$ cat src/hw/rtl/etrq_pkg.sv
// ----------------------------------------------------------------------------
// etrq_pkg
// types, operation codes and default sizes for the entity table query unit
// ----------------------------------------------------------------------------
package etrq_pkg;

  localparam int MAX_ENTRIES_DEF = 32;

  localparam logic [1:0] FN_SPAWN   = 2'd0;
  localparam logic [1:0] FN_DESPAWN = 2'd1;
  localparam logic [1:0] FN_QUERY   = 2'd2;
  localparam logic [1:0] FN_GET     = 2'd3;

  typedef struct packed {
    logic [31:0]        id;
    logic [7:0]         etype;
    logic signed [15:0] x;
    logic signed [15:0] y;
    logic signed [15:0] z;
  } entry_t;

endpackage

$ cat src/hw/rtl/etrq_dist.sv
// ----------------------------------------------------------------------------
// etrq_dist
// three-stage squared distance pipeline
// ----------------------------------------------------------------------------
module etrq_dist import etrq_pkg::*; (
  input  logic               clk,
  input  logic               rst_n,
  input  logic               adv,
  input  logic               vld_i,
  input  logic [31:0]        id_i,
  input  logic signed [15:0] px_i,
  input  logic signed [15:0] py_i,
  input  logic signed [15:0] pz_i,
  input  logic signed [15:0] cx_i,
  input  logic signed [15:0] cy_i,
  input  logic signed [15:0] cz_i,
  output logic               vld_o,
  output logic [31:0]        id_o,
  output logic [33:0]        d2_o
);

  logic               v1_r, v2_r, v3_r;
  logic [31:0]        id1_r, id2_r, id3_r;
  logic signed [16:0] dx_r, dy_r, dz_r;
  logic [31:0]        sx_r, sy_r, sz_r;
  logic [33:0]        d2_r;
  logic [15:0]        ax, ay, az;

  assign ax = dx_r[16] ? 16'(-dx_r) : dx_r[15:0];
  assign ay = dy_r[16] ? 16'(-dy_r) : dy_r[15:0];
  assign az = dz_r[16] ? 16'(-dz_r) : dz_r[15:0];

  always_ff @(posedge clk) begin
    if (!rst_n) begin
      v1_r <= 1'b0;
      v2_r <= 1'b0;
      v3_r <= 1'b0;
    end else if (adv) begin
      v1_r <= vld_i;
      v2_r <= v1_r;
      v3_r <= v2_r;
    end
  end

  always_ff @(posedge clk) begin
    if (adv) begin
      id1_r <= id_i;
      dx_r  <= 17'(px_i) - 17'(cx_i);
      dy_r  <= 17'(py_i) - 17'(cy_i);
      dz_r  <= 17'(pz_i) - 17'(cz_i);
      id2_r <= id1_r;
      sx_r  <= ax * ax;
      sy_r  <= ay * ay;
      sz_r  <= az * az;
      id3_r <= id2_r;
      d2_r  <= 34'(sx_r) + 34'(sy_r) + 34'(sz_r);
    end
  end

  assign vld_o = v3_r;
  assign id_o  = id3_r;
  assign d2_o  = d2_r;

endmodule

$ cat config.mk
export PLATFORM = sky130hd
export DESIGN_NAME = etrq_dist
export DESIGN_NICKNAME = d
export VERILOG_FILES = /design/src/hw/rtl/etrq_pkg.sv /design/src/hw/rtl/etrq_dist.sv
export SDC_FILE = /design/constraint.sdc
export NUM_CORES = 2
export LEC_CHECK = 0
export BUFFER_PORTS_ARGS = -buffer_cell sky130_fd_sc_hd__buf_2
export CORE_AREA = 10 10 277 279
export DETAILED_ROUTE_END_ITERATION = 8
export DIE_AREA = 0 0 287 289
export GPL_TIMING_DRIVEN = 0
export PLACE_DENSITY = 0.67
export SLEW_MARGIN = 15
export SYNTH_ARGS = -nofsm -noshare
export SYNTH_HDL_FRONTEND = slang
export SYNTH_SLANG_ARGS = --single-unit
$ cat constraint.sdc
create_clock -name clk -period 14.97 [get_ports clk]
set_clock_uncertainty 0.15 [all_clocks]
set_input_delay 2.994 -clock clk [delete_from_list [all_inputs] [get_ports clk]]
set_output_delay 2.994 -clock clk [all_outputs]
set_load 0.02 [all_outputs]
=== Word level (Yosys, flattened, before mapping) ===
Index checks and enable logic that the tools add are counted.

* Output and inout port bits: 67
* Input port bits: 132
* Register bits: 280

* $add $sub $neg: 8
* $mul: 3
* Muxes and demuxes: 3

{| class="wikitable"
|+ Operators by type and width
! operator !! count
|-
| $mul 16x16->32 || 3
|-
| $sub 16x16->17 || 3
|-
| $mux 16 || 3
|-
| $neg 16->16 || 3
|-
| $add 33x32->34 || 1
|-
| $add 32x32->33 || 1
|}

=== Longest topological paths before layout ===
* Word-level depth: 3
* Gate-level depth with buffers: 32
* Gate-level depth less buffers: 29

=== Worst setup path after synthesis ===
No wires, ideal clock.

* Path kind: reg2reg
* From: reg dx_r[0]
* To: reg sx_r[25] (data pin)
* Cell stages (with the launch flop): 28
* Data arrival time: 7.496 ns
* Setup slack: 7.064 ns
* Required time: 14.560 ns
* Clock period less this slack: 7.906 ns
* Cell sequence: edfxtp_1 > clkinv_1 > clkbuf_1 > ha_1 > nand3b_1 > o31ai_1 > xor2_1 > clkinv_1 > nand2_1 > inv_1 > fa_1 > inv_1 > fa_1 > inv_1 > fa_1 > fa_1 > fa_1 > inv_1 > fa_1 > inv_1 > ha_1 > and2_1 > nand2_1 > or4b_2 > a31oi_1 > or2_2 > a41oi_1 > xnor2_1

* Cells in the longest elaborated chain, start to end: 3

{| class="wikitable"
|+ Ends and longest elaborated chain
! item !! RTL line !! source
|-
| start, declared || etrq_dist.sv:24 || <nowiki>logic signed [16:0] dx_r, dy_r, dz_r;</nowiki>
|-
| start signal, assigned || etrq_dist.sv:48 || <nowiki>dx_r <= 17'(px_i) - 17'(cx_i);</nowiki>
|-
| $neg 16->16 || etrq_dist.sv:29 || <nowiki>assign ax = dx_r[16] ? 16'(-dx_r) : dx_r[15:0];</nowiki>
|-
| $mux 16 * || etrq_dist.sv:29 ||
|-
| $mul 16x16->32 * || etrq_dist.sv:52 || <nowiki>sx_r <= ax * ax;</nowiki>
|-
| end signal, assigned || etrq_dist.sv:52 ||
|-
| end, declared || etrq_dist.sv:25 || <nowiki>logic [31:0] sx_r, sy_r, sz_r;</nowiki>
|}

Every way passes the cells marked *; elsewhere a longest branch is shown, timed or not.
A chain may end at the register's enable or synchronous reset.

=== Worst setup path after layout ===
* From: reg dy_r[0]
* To: reg sy_r[31] (data pin)

* Cells in the longest elaborated chain, start to end: 3

{| class="wikitable"
|+ Ends and longest elaborated chain
! item !! RTL line !! source
|-
| start, declared || etrq_dist.sv:24 ||
|-
| start signal, assigned || etrq_dist.sv:49 || <nowiki>dy_r <= 17'(py_i) - 17'(cy_i);</nowiki>
|-
| $neg 16->16 || etrq_dist.sv:30 || <nowiki>assign ay = dy_r[16] ? 16'(-dy_r) : dy_r[15:0];</nowiki>
|-
| $mux 16 * || etrq_dist.sv:30 ||
|-
| $mul 16x16->32 * || etrq_dist.sv:53 || <nowiki>sy_r <= ay * ay;</nowiki>
|-
| end signal, assigned || etrq_dist.sv:53 ||
|-
| end, declared || etrq_dist.sv:25 ||
|}

Marked as above.

==> results.json <==
{
  "status": "finished clean",
  "via_per_inst": 5.216,
  "antenna_found_initial": 1,
  "use_met2_pct": 32.82,
  "met1_usage_pct": 26.49,
  "port_buffers": 198,
  "netlist.area_leader.share_pct": 29.56,
  "cts_tree": "yes",
  "avgSynthCellArea_um2": 9.997,
  "max_freq_mhz": 100.0,
  "wl_per_cell_um": 16.93,
  "drtIter0Drc": 1536,
  "holdBufCountCts": 0,
  "row_count": 98,
  "finalHoldViolCount": 0,
  "post-route-period-util_pct": 66.78,
  "relSlewSlack_pct": 17.60,
  "yosys_warnings": 0,
  "gp_congestion": 0.9302,
  "clk_pin_slew_ps": 60,
  "clk-insertion-delay-late_ps": 560,
  "cts_setup_buffers": 0,
  "worstPathRequired_ps": 15110,
  "grt_usage_pct": 19.82,
  "grt_max_degree": 86,
  "rsz0062_at_grt": "no",
  "cts-root-buf": "clkbuf_16",
  "ys.flop_type": "edfxtp_1",
  "drtPass1Iterations": 5,
  "worst_pin_slew_ps": 1232,
  "numClockSinks": 277,
  "synth_area_um2": 35280,
  "dr_total_vias": 24753,
  "post-dp-hpwl_um": 67130,
  "diodes": 0,
  "ioPinCount": 199,
  "ys_seq_area_share_pct": 23.49,
  "grt.busiest_layer": "met2",
  "core_area_um2": 71120,
  "area_growth_pct": 9.948,
  "finalSetupTns_ps": 0,
  "critPathLaunchType": "register",
  "ys_ff_latch": 277,
  "drc_errors": 0,
  "cts_buffers": 36,
  "finalCriticalPeriod_ps": 9997,
  "timing.max_cap.violations": 0,
  "syn-instance-count": 3529,
  "cts_htree_levels": 2,
  "hp-class": "reg -> reg",
  "async_flop_share_pct": 0,
  "synth_cell_types": 79,
  "yosys.area.top_type": "fa_1",
  "ctsResizeCount": 0,
  "layout-drive-gt1-share_pct": 8.219,
  "grt-ovfl-total": 0,
  "endpoint_kind": "register",
  "r2r_start": "dy_r[0]",
  "cts_buffer_depth": 3,
  "nets": 4792,
  "dieArea_um2": 82940,
  "setup_violations": 0,
  "detail-route-antenna-nets": 0,
  "synth_edf_count": 274,
  "cp_max_fo": 11,
  "critPathLaunch": "dy_r[0]",
  "die_w_um": 287,
  "grt_util_met3_pct": 2.938,
  "crit_type": "reg -> reg",
  "grt_pass1_wl_um": 131800,
  "wirelength_um": 80350,
  "fp.dieH_um": 289,
  "min_from": "id2_r[18]",
  "synthTopCellsByArea": "fa_1 (30%), edfxtp_1 (23%), ha_1 (13%)",
  "grt_pass1_vias": 25700,
  "initial_core_util_pct": 49.61,
  "finalMaxSlewViolations": 0,
  "arrival_ps": 10140
}
[critical path, cell delays in order, from the launching register on]
cell      delay (ps)
edfxtp_1         640
clkinv_1         280
clkbuf_1         490
ha_1             350
nand3_1          150
o21a_1           240
xnor2_1          920
clkinv_1         710
nand2_1          230
fa_1             490
fa_1             550
inv_1             50
fa_1             490
fa_1             530
fa_1             510
inv_1             50
fa_1             500
inv_1             50
ha_1             390
nand4_1          170
or4b_1           560
o221a_2          390
o31ai_1          440
a41oi_1          210
xnor2_1          180
[registers in the layout, indices dropped and copies added, names as in the netlist]
signal / flops
id_o: 32
dx_r: 17
dy_r: 17
v1_r: 1
sz_r: 31
sx_r: 31
id2_r: 32
d2_o: 34
v2_r: 1
id1_r: 32
vld_o: 1
dz_r: 17
sy_r: 31
[stage by stage]
step,cell area [µm²],setup WS [ps],utilization [%],cells,hold WS (ps)
after floorplan,35290,7064,-,3531,250.3
after global placement,37470,5214,52.68,4679,250.5
after detailed placement,37560,5072,52.81,4682,254.5
after CTS,38780,5036,54.53,4746,266.9
after global routing,38790,4498,54.54,4746,271.3
final,38790,4973,54.54,4746,264.7
[layer usage]
metal | up-vias | part of all wire, %
met1 | 12092 | 44
li1 | 11866 | -
met3 | 127 | 5.6
met5 | - | 0
met2 | 668 | 47
met4 | 0 | 3.3
[cells in the final DEF (no fill, tap or decap), types with 7 or more instances in the layout]
cell type	Yosys	routed
inv_1	756	756
fa_1	521	521
ha_1	369	369
nand2_1	327	327
edfxtp_1	274	274
nor2_1	268	268
buf_2	1	198
a21oi_1	134	134
xnor2_1	134	133
a21o_1	90	90
o21ai_0	83	83
xor2_1	67	67
clkbuf_1	53	56
nor3_1	44	44
clkbuf_16	0	37
nand3_1	32	32
o21a_1	26	26
a211oi_1	23	23
a31oi_1	22	22
nor2b_1	22	22
nand2b_1	20	20
o31ai_1	19	19
o21bai_1	18	18
clkinv_1	16	17
and3_1	15	15
nand4_1	15	15
or2_2	14	14
a211o_1	12	12
o211ai_1	12	12
inv_2	8	8
and2_1	8	8
nor3b_1	8	8
a21boi_0	8	8
inv_6	0	8
o41ai_1	7	7
mux2i_1	7	7
[kinds of logic after synthesis]
family	share of synthesized area, %
xor+xnor	5.206
flops	23.49
simple gates	9.962
compound gates	9.477
fa+ha+maj	42.65
other cells	0.01063
mux	0.2625
buf+inv	8.937
[layout make-up]
class	count	area, µm²
clock buffer	40	937.1
multi-input combinational	2417	23850
timing repair buffer	201	1084
buffer	56	219.0
sequential	277	8288
tap	950	1189
fill	6426	32330
clock inverter	24	285.3
inverter	781	2934
[synthesized netlist by cell type (all sizes together) (5+ instances only)]
library cell,n
a211o,12
a211oi,23
a21boi,8
a21o,90
a21oi,134
a221oi,6
a31o,6
a31oi,22
a41oi,5
and2,8
and3,15
clkbuf,53
clkinv,16
edfxtp,274
fa,521
ha,369
inv,765
mux2i,7
nand2,332
nand2b,20
nand3,32
nand4,15
nor2,269
nor2b,22
nor3,44
nor3b,8
nor4,5
o211ai,12
o21a,26
o21ai,86
o21bai,18
o31a,6
o31ai,21
o41ai,8
or2,16
or3,6
xnor2,136
xor2,69
[worst paths after layout]
| path | end | slack (ps) | cells after the start |
|---|---|---|---|
| max | sy_r[31] | 4970 | 24 |
| min | id_o[18] | 260 | 0 |
| max reg2reg | sy_r[31] | 4970 | 24 |
| min reg2reg | id_o[18] | 260 | 0 |
Power is not shown: default switching activity piles up to over one toggle a cycle in this logic, so the estimate is an artifact.
