[src/hw/rtl/etrq_pkg.sv]
// ----------------------------------------------------------------------------
// etrq_pkg
// types, operation codes and default sizes for the entity table query unit
// ----------------------------------------------------------------------------
package etrq_pkg;

  localparam int MAX_ENTRIES_DEF = 32;

  localparam logic [1:0] FN_SPAWN   = 2'd0;
  localparam logic [1:0] FN_DESPAWN = 2'd1;
  localparam logic [1:0] FN_QUERY   = 2'd2;
  localparam logic [1:0] FN_GET     = 2'd3;

  typedef struct packed {
    logic [31:0]        id;
    logic [7:0]         etype;
    logic signed [15:0] x;
    logic signed [15:0] y;
    logic signed [15:0] z;
  } entry_t;

endpackage

[src/hw/rtl/etrq_cell.sv]
// ----------------------------------------------------------------------------
// etrq_cell
// one table slot of the rotating entry ring
// ----------------------------------------------------------------------------
module etrq_cell import etrq_pkg::*; (
  input  logic   clk,
  input  logic   shift_en,
  input  entry_t nb_i,
  input  logic   wr_en,
  input  entry_t wr_data,
  output entry_t entry_o
);

  entry_t entry_r;

  always_ff @(posedge clk) begin
    if (wr_en) begin
      entry_r <= wr_data;
    end else if (shift_en) begin
      entry_r <= nb_i;
    end
  end

  assign entry_o = entry_r;

endmodule

[config.mk]
export PLATFORM = sky130hd
export DESIGN_NAME = etrq_cell
export DESIGN_NICKNAME = d
export VERILOG_FILES = /design/src/hw/rtl/etrq_pkg.sv /design/src/hw/rtl/etrq_cell.sv
export SDC_FILE = /design/constraint.sdc
export NUM_CORES = 1
export LEC_CHECK = 0
export ABC_AREA = 0
export BUFFER_PORTS_ARGS = -buffer_cell sky130_fd_sc_hd__buf_2
export CAP_MARGIN = 20
export CORE_MARGIN = 4
export CORE_UTILIZATION = 41
export DETAILED_ROUTE_END_ITERATION = 6
export PLACE_DENSITY = 0.89
export SYNTH_ARGS = -nofsm -noshare
export SYNTH_HDL_FRONTEND = slang
export SYNTH_SLANG_ARGS = --single-unit
[constraint.sdc]
create_clock -name clk -period 4.25 [get_ports clk]
set_input_delay 0.2125 -clock clk [delete_from_list [all_inputs] [get_ports clk]]
set_output_delay 0.2125 -clock clk [all_outputs]
set_load 0.02 [all_outputs]
# Word-level counts from Yosys, hierarchy flattened
# Cells that the tools add are included.
[word_totals]
output_inout_bits = 88
reg_bits = 88
in_bits = 179
[op_classes]
reduce_logical = 1
muxes = 2
[op_table]
columns = ["op", "count"]
rows = [
  ["2-to-1 mux 88 bit", 2],
  ["nonzero test 2 bit", 1],
]

# Longest topological paths before layout
# Gate-level depths: netlist (run 1).
[logic_depth]
ltp_word = 2
ltp_mapped = 4

# Least setup slack after synthesis (run 1)
# OpenSTA, ideal clock, no wires.
[synth_path]
path_type = "input port to flip-flop"
from = "input port wr_en"
to = "register entry_r (netlist bit entry_o[0]), enable pin"
setup_ns = 0.452
path_slack_ns = 1.231
arrival_ns = 2.567
required_time_ns = 3.798
cell_stages = 4
path_cell_list = "buf_6 -> buf_6 -> buf_6 -> or2_1"
[synth_between]
elab_chain_cells = 1
[synth_lines]
columns = ["item", "line", "text"]
rows = [
  ["start, declared", "etrq_cell.sv:9", "input logic wr_en,"],
  ["nonzero test 2 bit (no line)", "--", ""],
  ["end signal, assigned", "etrq_cell.sv:18", "entry_r <= wr_data;"],
  ["end signal, assigned", "etrq_cell.sv:20", "entry_r <= nb_i;"],
  ["end, declared", "etrq_cell.sv:14", "entry_t entry_r;"],
]
# No other way between the ends.
# A chain may end at the register's enable or synchronous reset.

# Final worst setup path (run 1)
[layout_path]
from = "input port wr_en"
to = "register entry_r (netlist bit entry_o[23]), enable pin"
# Same word-level chain as after synthesis.

==> results of run 1 <==
## routing by layer
metal	track usage (%)	wire length (um)	vias up
met5	0	0	-
met4	5.98	145	0
met3	5.97	890	13
met2	33.4	5310	152
met1	18.7	3460	1234
li1	-	-	1266
## power breakdown
part | internal (mW) | switching [mW]
Clock | 0.321 | 0.275
Combinational | 0.184 | 0.232
Sequential | 1.06 | 0.0230
Total | 1.57 | 0.530
## how the worst min path moves through the flow
stage / to / cells after the start / slack [ns] / startpoint
final: entry_o[65] / 2 / 0.17 / nb_i[65]
after global routing: entry_o[28] / 2 / 0.15 / wr_data[28]
after CTS: entry_o[52] / 2 / 0.14 / wr_data[52]
after detailed placement: entry_o[52] / 2 / 0.52 / nb_i[52]
after global placement: entry_o[70] / 2 / 0.51 / nb_i[70]
after floorplan: entry_o[76] / 1 / 0.43 / wr_data[76]
## synth_stat cells
cell type / count / share of area, %
mux2_4: 9 / 3.6
buf_6: 3 / 0.90
or2_1: 1 / 0.17
buf_2: 7 / 0.94
edfxtp_1: 88 / 71
mux2_2: 79 / 24
## logic make-up (layout without fill, tap and decap cells)
logic type	count (synthesis)	in the layout	synth area share (%)
muxes	88	88	27.4
DFF	88	88	70.6
buffers and inverters	10	281	1.84
and+or+nand+nor	1	1	0.167
## metrics by stage
| step | utilization [%] | setup WS (ns) | total power [mW] |
|---|---|---|---|
| floorplan | - | 1.23 | 1.34 |
| global placement | 58.5 | 2.17 | 1.51 |
| detailed placement | 58.5 | 2.05 | 1.53 |
| CTS | 60.7 | 2.43 | 2.12 |
| global route | 61.0 | 2.44 | 2.20 |
| finish | 61.0 | 2.54 | 2.10 |
## area by class of cell
type / count / area (sq um) / area share [%]
clock buffers: 9 / 124 / 2.31
clock inverters: 4 / 72.6 / 1.35
multi-input cells: 89 / 1030 / 19.2
flip-flops and latches: 88 / 2640 / 49.2
well taps: 108 / 135 / 2.52
repair buffers: 268 / 1360 / 25.4
==> flow_metrics.env, run 1 <==
export IMPL_fin_cells=566
export IMPL_setup_tns_final_ns=0
export IMPL_numPortBuffers=266
export IMPL_ant_nets=0
export IMPL_die_height_um=104
export IMPL_coreArea_sq_mm=0.00881
export IMPL_grt_use_total_pct=17.8
export IMPL_crit_required_ns=4.27
export IMPL_syn2layout_area_growth_pct=43.5
export IMPL_cp_num_cells=3
export IMPL_final_area_sq_mm=0.00537
export IMPL_nets=635
export IMPL_holdWs_ns=0.166
export IMPL_postCtsSetupBuffers=0
export IMPL_worst_hold_path_type="input pin to flip-flop"
export IMPL_slowest_stage="or2_4"
export IMPL_grt_overflow_total=0
export IMPL_fp_dieW_um=104
export IMPL_final_common_cell="buf_2"
export IMPL_finalCritPeriodShare_pct=40.2
export IMPL_nFillCells=676
export IMPL_drt_iter0_drc=74
export IMPL_drv_cap=0
export IMPL_slew_viol_final=0
export IMPL_worst_path_max_fanout=48
export IMPL_vdd_ir_drop_max_uv=187
export IMPL_dp_cells=552
export IMPL_clockBufferDepth=2
export IMPL_syn_area_sq_mm=0.00374
export IMPL_ys_ff_latch=88
export IMPL_layout_drive_gt1_share_pct=80.8
export IMPL_drt_total_wl_um=9800
export IMPL_dp_hpwl_um=7550
export IMPL_vias=2665
export IMPL_drtPass1Iterations=4
export IMPL_dpl_cell_area_sq_mm=0.00515
export IMPL_critPathMaxStageDelay_ns=0.68
export IMPL_antenna_found_initial=0
export IMPL_start_util_pct=42.5
export IMPL_avgSynthCellArea_sq_um=20.0
export IMPL_antenna_cells=0
export IMPL_startpoint="wr_en"
export IMPL_endpoint="entry_o[23]"
export IMPL_fin_crit_ns=1.71
export IMPL_syn_inst=187
export IMPL_power_density_mw_per_mm2=391
export IMPL_clockRootBuffer="clkbuf_8"
export IMPL_h_tree_depth=3
export IMPL_fmaxAchievable_mhz=586
export IMPL_worstSetupStartpointType="input pin"
export IMPL_cts_hold_buffers=0
export IMPL_setup_viol=0
export IMPL_synth_cell_types=6
export IMPL_leakagePower_nw=2.44
export IMPL_path_delay_family="buffers and inverters"
export IMPL_slew_headroom_pct=53.9
export IMPL_yosysWarnings=0
export IMPL_crit_chain="buf_4, or2_4, buf_12"
export IMPL_cts_sinks=88
export IMPL_wl_per_cell_um=17.3
export IMPL_grt_pass1_wl_um=15100
export IMPL_cts_tree="done"
export IMPL_die_area_sq_mm=0.0107
export IMPL_gp_congestion=0.745
export IMPL_grt_max_degree=89
export IMPL_run_status="completed"
export IMPL_largest_reg_flops=88
export IMPL_drt_vias_per_instance=4.71
export IMPL_route_detailed_drc=0
export IMPL_grt_setup_unrepaired="no"
export IMPL_hold_viol=0
export IMPL_cts_resized_gates=0
export IMPL_path_class="input pin to flip-flop"
export IMPL_path_buf_inv=2
export IMPL_end_kind="flip-flop"
export IMPL_layout_common_cells="buf_2 (265), edfxtp_1 (88), mux2_2 (79)"
export IMPL_grt_pass1_vias=2933
export IMPL_rows=34
export IMPL_numCtsBuffers=9
export IMPL_clk_pin_slew_ns=0.09
export IMPL_yosysSeqAreaShare_pct=70.6
export IMPL_critPathArrivalTime_ns=1.73
export IMPL_worstMarginPinSlew_ns=0.691
export IMPL_ios=267
export IMPL_syn_num_nets=366
No activity file was read; power rests on OpenSTA's default activity.
==> run 2, diff against run 1 <==
--- a/config.mk
+++ b/config.mk
@@ -5,7 +5,7 @@
 export SDC_FILE = /design/constraint.sdc
 export NUM_CORES = 1
 export LEC_CHECK = 0
-export ABC_AREA = 0
+export ABC_AREA = 1
 export BUFFER_PORTS_ARGS = -buffer_cell sky130_fd_sc_hd__buf_2
 export CAP_MARGIN = 20
 export CORE_MARGIN = 4
==> constraint.sdc (replaced) <==
create_clock -name clk -period 1.59 [get_ports clk]
set_input_delay 0.0795 -clock clk [delete_from_list [all_inputs] [get_ports clk]]
set_output_delay 0.0795 -clock clk [all_outputs]
set_load 0.02 [all_outputs]
==> flow_metrics.env, run 2 <==
export IMPL_min_path_cells=3
export IMPL_yosysSeqAreaShare_pct=70.1
export IMPL_worstSetupStartpointType="input pin"
export IMPL_syn_num_nets=552
export IMPL_coreArea_sq_mm=0.00885
export IMPL_ios=267
export IMPL_clockBufferDepth=2
export IMPL_fmaxAchievable_mhz=703
export IMPL_nets=917
export IMPL_drv_cap=0
export IMPL_ys_ff_latch=88
export IMPL_syn_inst=373
export IMPL_synth_cell_types=7
export IMPL_drt_vias_per_instance=4.85
export IMPL_wl_per_cell_um=16.5
export IMPL_avgSynthCellArea_sq_um=10.1
export IMPL_clockRootBuffer="clkbuf_8"
export IMPL_end_kind="flip-flop"
export IMPL_numCtsBuffers=9
export IMPL_die_area_sq_mm=0.0108
export IMPL_netSwitchingFraction_pct=27.3
export IMPL_dp_hpwl_um=8180
export IMPL_yosys_top_cells_area="edfxtp_1 (70%), nand2_1 (26%), buf_2 (1.9%)"
export IMPL_dpl_cell_area_sq_mm=0.00517
export IMPL_hold_viol=0
export IMPL_cts_tree="done"
export IMPL_synth_edff_count=88
export IMPL_worst_path_max_fanout=88
export IMPL_worst_hold_path_type="input pin to flip-flop"
export IMPL_syn2layout_area_growth_pct=70.2
export IMPL_drt_iter0_drc=230
export IMPL_final_area_sq_mm=0.00641
export IMPL_yosysMostFrequentCell="nand2_1"
export IMPL_setup_viol=0
export IMPL_synth_main_ff_cell="edfxtp_1"
export IMPL_vias=4126
export IMPL_seq_power_share_pct=49.1
export IMPL_holdPathEnd="entry_o[3]"
export IMPL_fin_crit_ns=1.42
export IMPL_p_int_mw=4.33
export IMPL_leakagePower_nw=3.32
export IMPL_slew_headroom_pct=58.2
export IMPL_die_height_um=104
export IMPL_grt_use_total_pct=25.8
export IMPL_holdWs_ns=0.0168
export IMPL_gp_congestion=0.830
export IMPL_grt_pass1_wl_um=22000
export IMPL_async_flop_share_pct=0
export IMPL_path_class="input pin to flip-flop"
export IMPL_antenna_found_initial=0
export IMPL_power_density_mw_per_mm2=928
export IMPL_synth_top_cell_by_area="edfxtp_1"
export IMPL_fin_cells=851
export IMPL_start_util_pct=42.6
export IMPL_grt_setup_unrepaired="no"
export IMPL_route_detailed_drc=0
export IMPL_setup_tns_final_ns=0
export IMPL_slew_viol_final=0
export IMPL_seqCellArea_sq_mm=0.00264
export IMPL_layout_common_cells="buf_2 (266), nand2_1 (264), dlygate4sd3_1 (103)"
export IMPL_nFillCells=570
export IMPL_multi_input_area_sq_um=1000
export IMPL_antenna_cells=0
export IMPL_ant_nets=0
export IMPL_syn_area_sq_mm=0.00377
export IMPL_layout_drive_gt1_share_pct=38.4
export IMPL_numPortBuffers=266
export IMPL_vdd_ir_drop_max_uv=521
export IMPL_largest_reg_flops=88
export IMPL_critPathArrivalTime_ns=1.63
export IMPL_drt_total_wl_um=14000
export IMPL_grt_max_degree=89
export IMPL_crit_required_ns=1.80
export IMPL_rows=34
export IMPL_h_tree_depth=3
export IMPL_cts_sinks=88
export IMPL_synth_top_area_share_pct=70.1
export IMPL_clk_pin_slew_ns=0.09
export IMPL_finalCritPeriodShare_pct=89.5
export IMPL_p_sw_mw=1.63
export IMPL_fp_dieW_um=104
export IMPL_combPwrFrac_pct=23.3
export IMPL_dp_cells=732
export IMPL_run_status="completed"
export IMPL_ys_top_cells_by_count="nand2_1 (264), edfxtp_1 (88), buf_2 (14)"
export IMPL_p_clk_share_pct=27.6
export IMPL_grt_pass1_vias=4463
export IMPL_worstMarginPinSlew_ns=0.627
export IMPL_grt_overflow_total=0
export IMPL_yosysWarnings=0
export IMPL_drtPass1Iterations=6
export IMPL_worstHoldStart="nb_i[3]"
export IMPL_final_common_cell="buf_2"
## run 2: cell families after synthesis
logic type             synth area share, %
buffers and inverters                 3.42
DFF                                   70.1
and+or+nand+nor                       26.5
## run 2: final cells by class
cell class / count / area share [%]
Clock buffer: 10 / 1.99
Tap cell: 108 / 2.11
Multi-Input combinational cell: 265 / 15.6
Clock inverter: 6 / 1.31
Timing Repair Buffer: 373 / 37.7
Inverter: 1 / 0.137
Sequential cell: 88 / 41.2
## run 2: power groups by stage
stage	clock network [mW]	logic [mW]	registers (mW)
finish	1.64	1.39	2.92
detailed placement	0	1.12	2.96
global placement	0	1.09	2.95
global route	1.79	1.48	2.94
CTS	1.70	1.35	2.91
floorplan	0	0.253	3.31
## run 2: layer usage
layer / global-route usage (%) / up-vias / wire length (um)
met4: 12.3 / 0 / 551
li1: - / 1922 / -
met5: 0 / - / 0
met3: 7.45 / 46 / 1250
met2: 48.8 / 264 / 7490
met1: 25.6 / 1894 / 4710
## run 2: through the flow
step | worst slack (ns) | util, % | power (mW)
after CTS | 0.258 | 72.5 | 5.96
after detailed placement | 0.389 | 58.4 | 4.08
final | 0.167 | 72.5 | 5.96
after global placement | 0.461 | 58.4 | 4.04
after global routing | 0.132 | 72.5 | 6.22
after floorplan | 0.160 | - | 3.56
## run 2: critical path, stage by stage
cell	delay [ns]
buf_2	0.14
inv_6	0.44
nand2_1	0.19
nand2_1	0.15
dlygate4sd3_1	0.56
## run 2: worst max-delay path by stage
stage	endpoint	startpoint	cells after the start
after floorplan	entry_o[0]	wr_en	3
after global placement	entry_o[86]	wr_en	4
after global routing	entry_o[25]	wr_en	5
after CTS	entry_o[25]	wr_en	5
after detailed placement	entry_o[13]	wr_en	4
final	entry_o[25]	wr_en	5
## run 2: repair_timing
action / in CTS / in global routing
hold buffers: 103 / 0
setup buffers: 0 / 0
setup endpoints to repair: 0 / 1
resized for setup: 0 / 1
hold endpoints to repair: 66 / 0
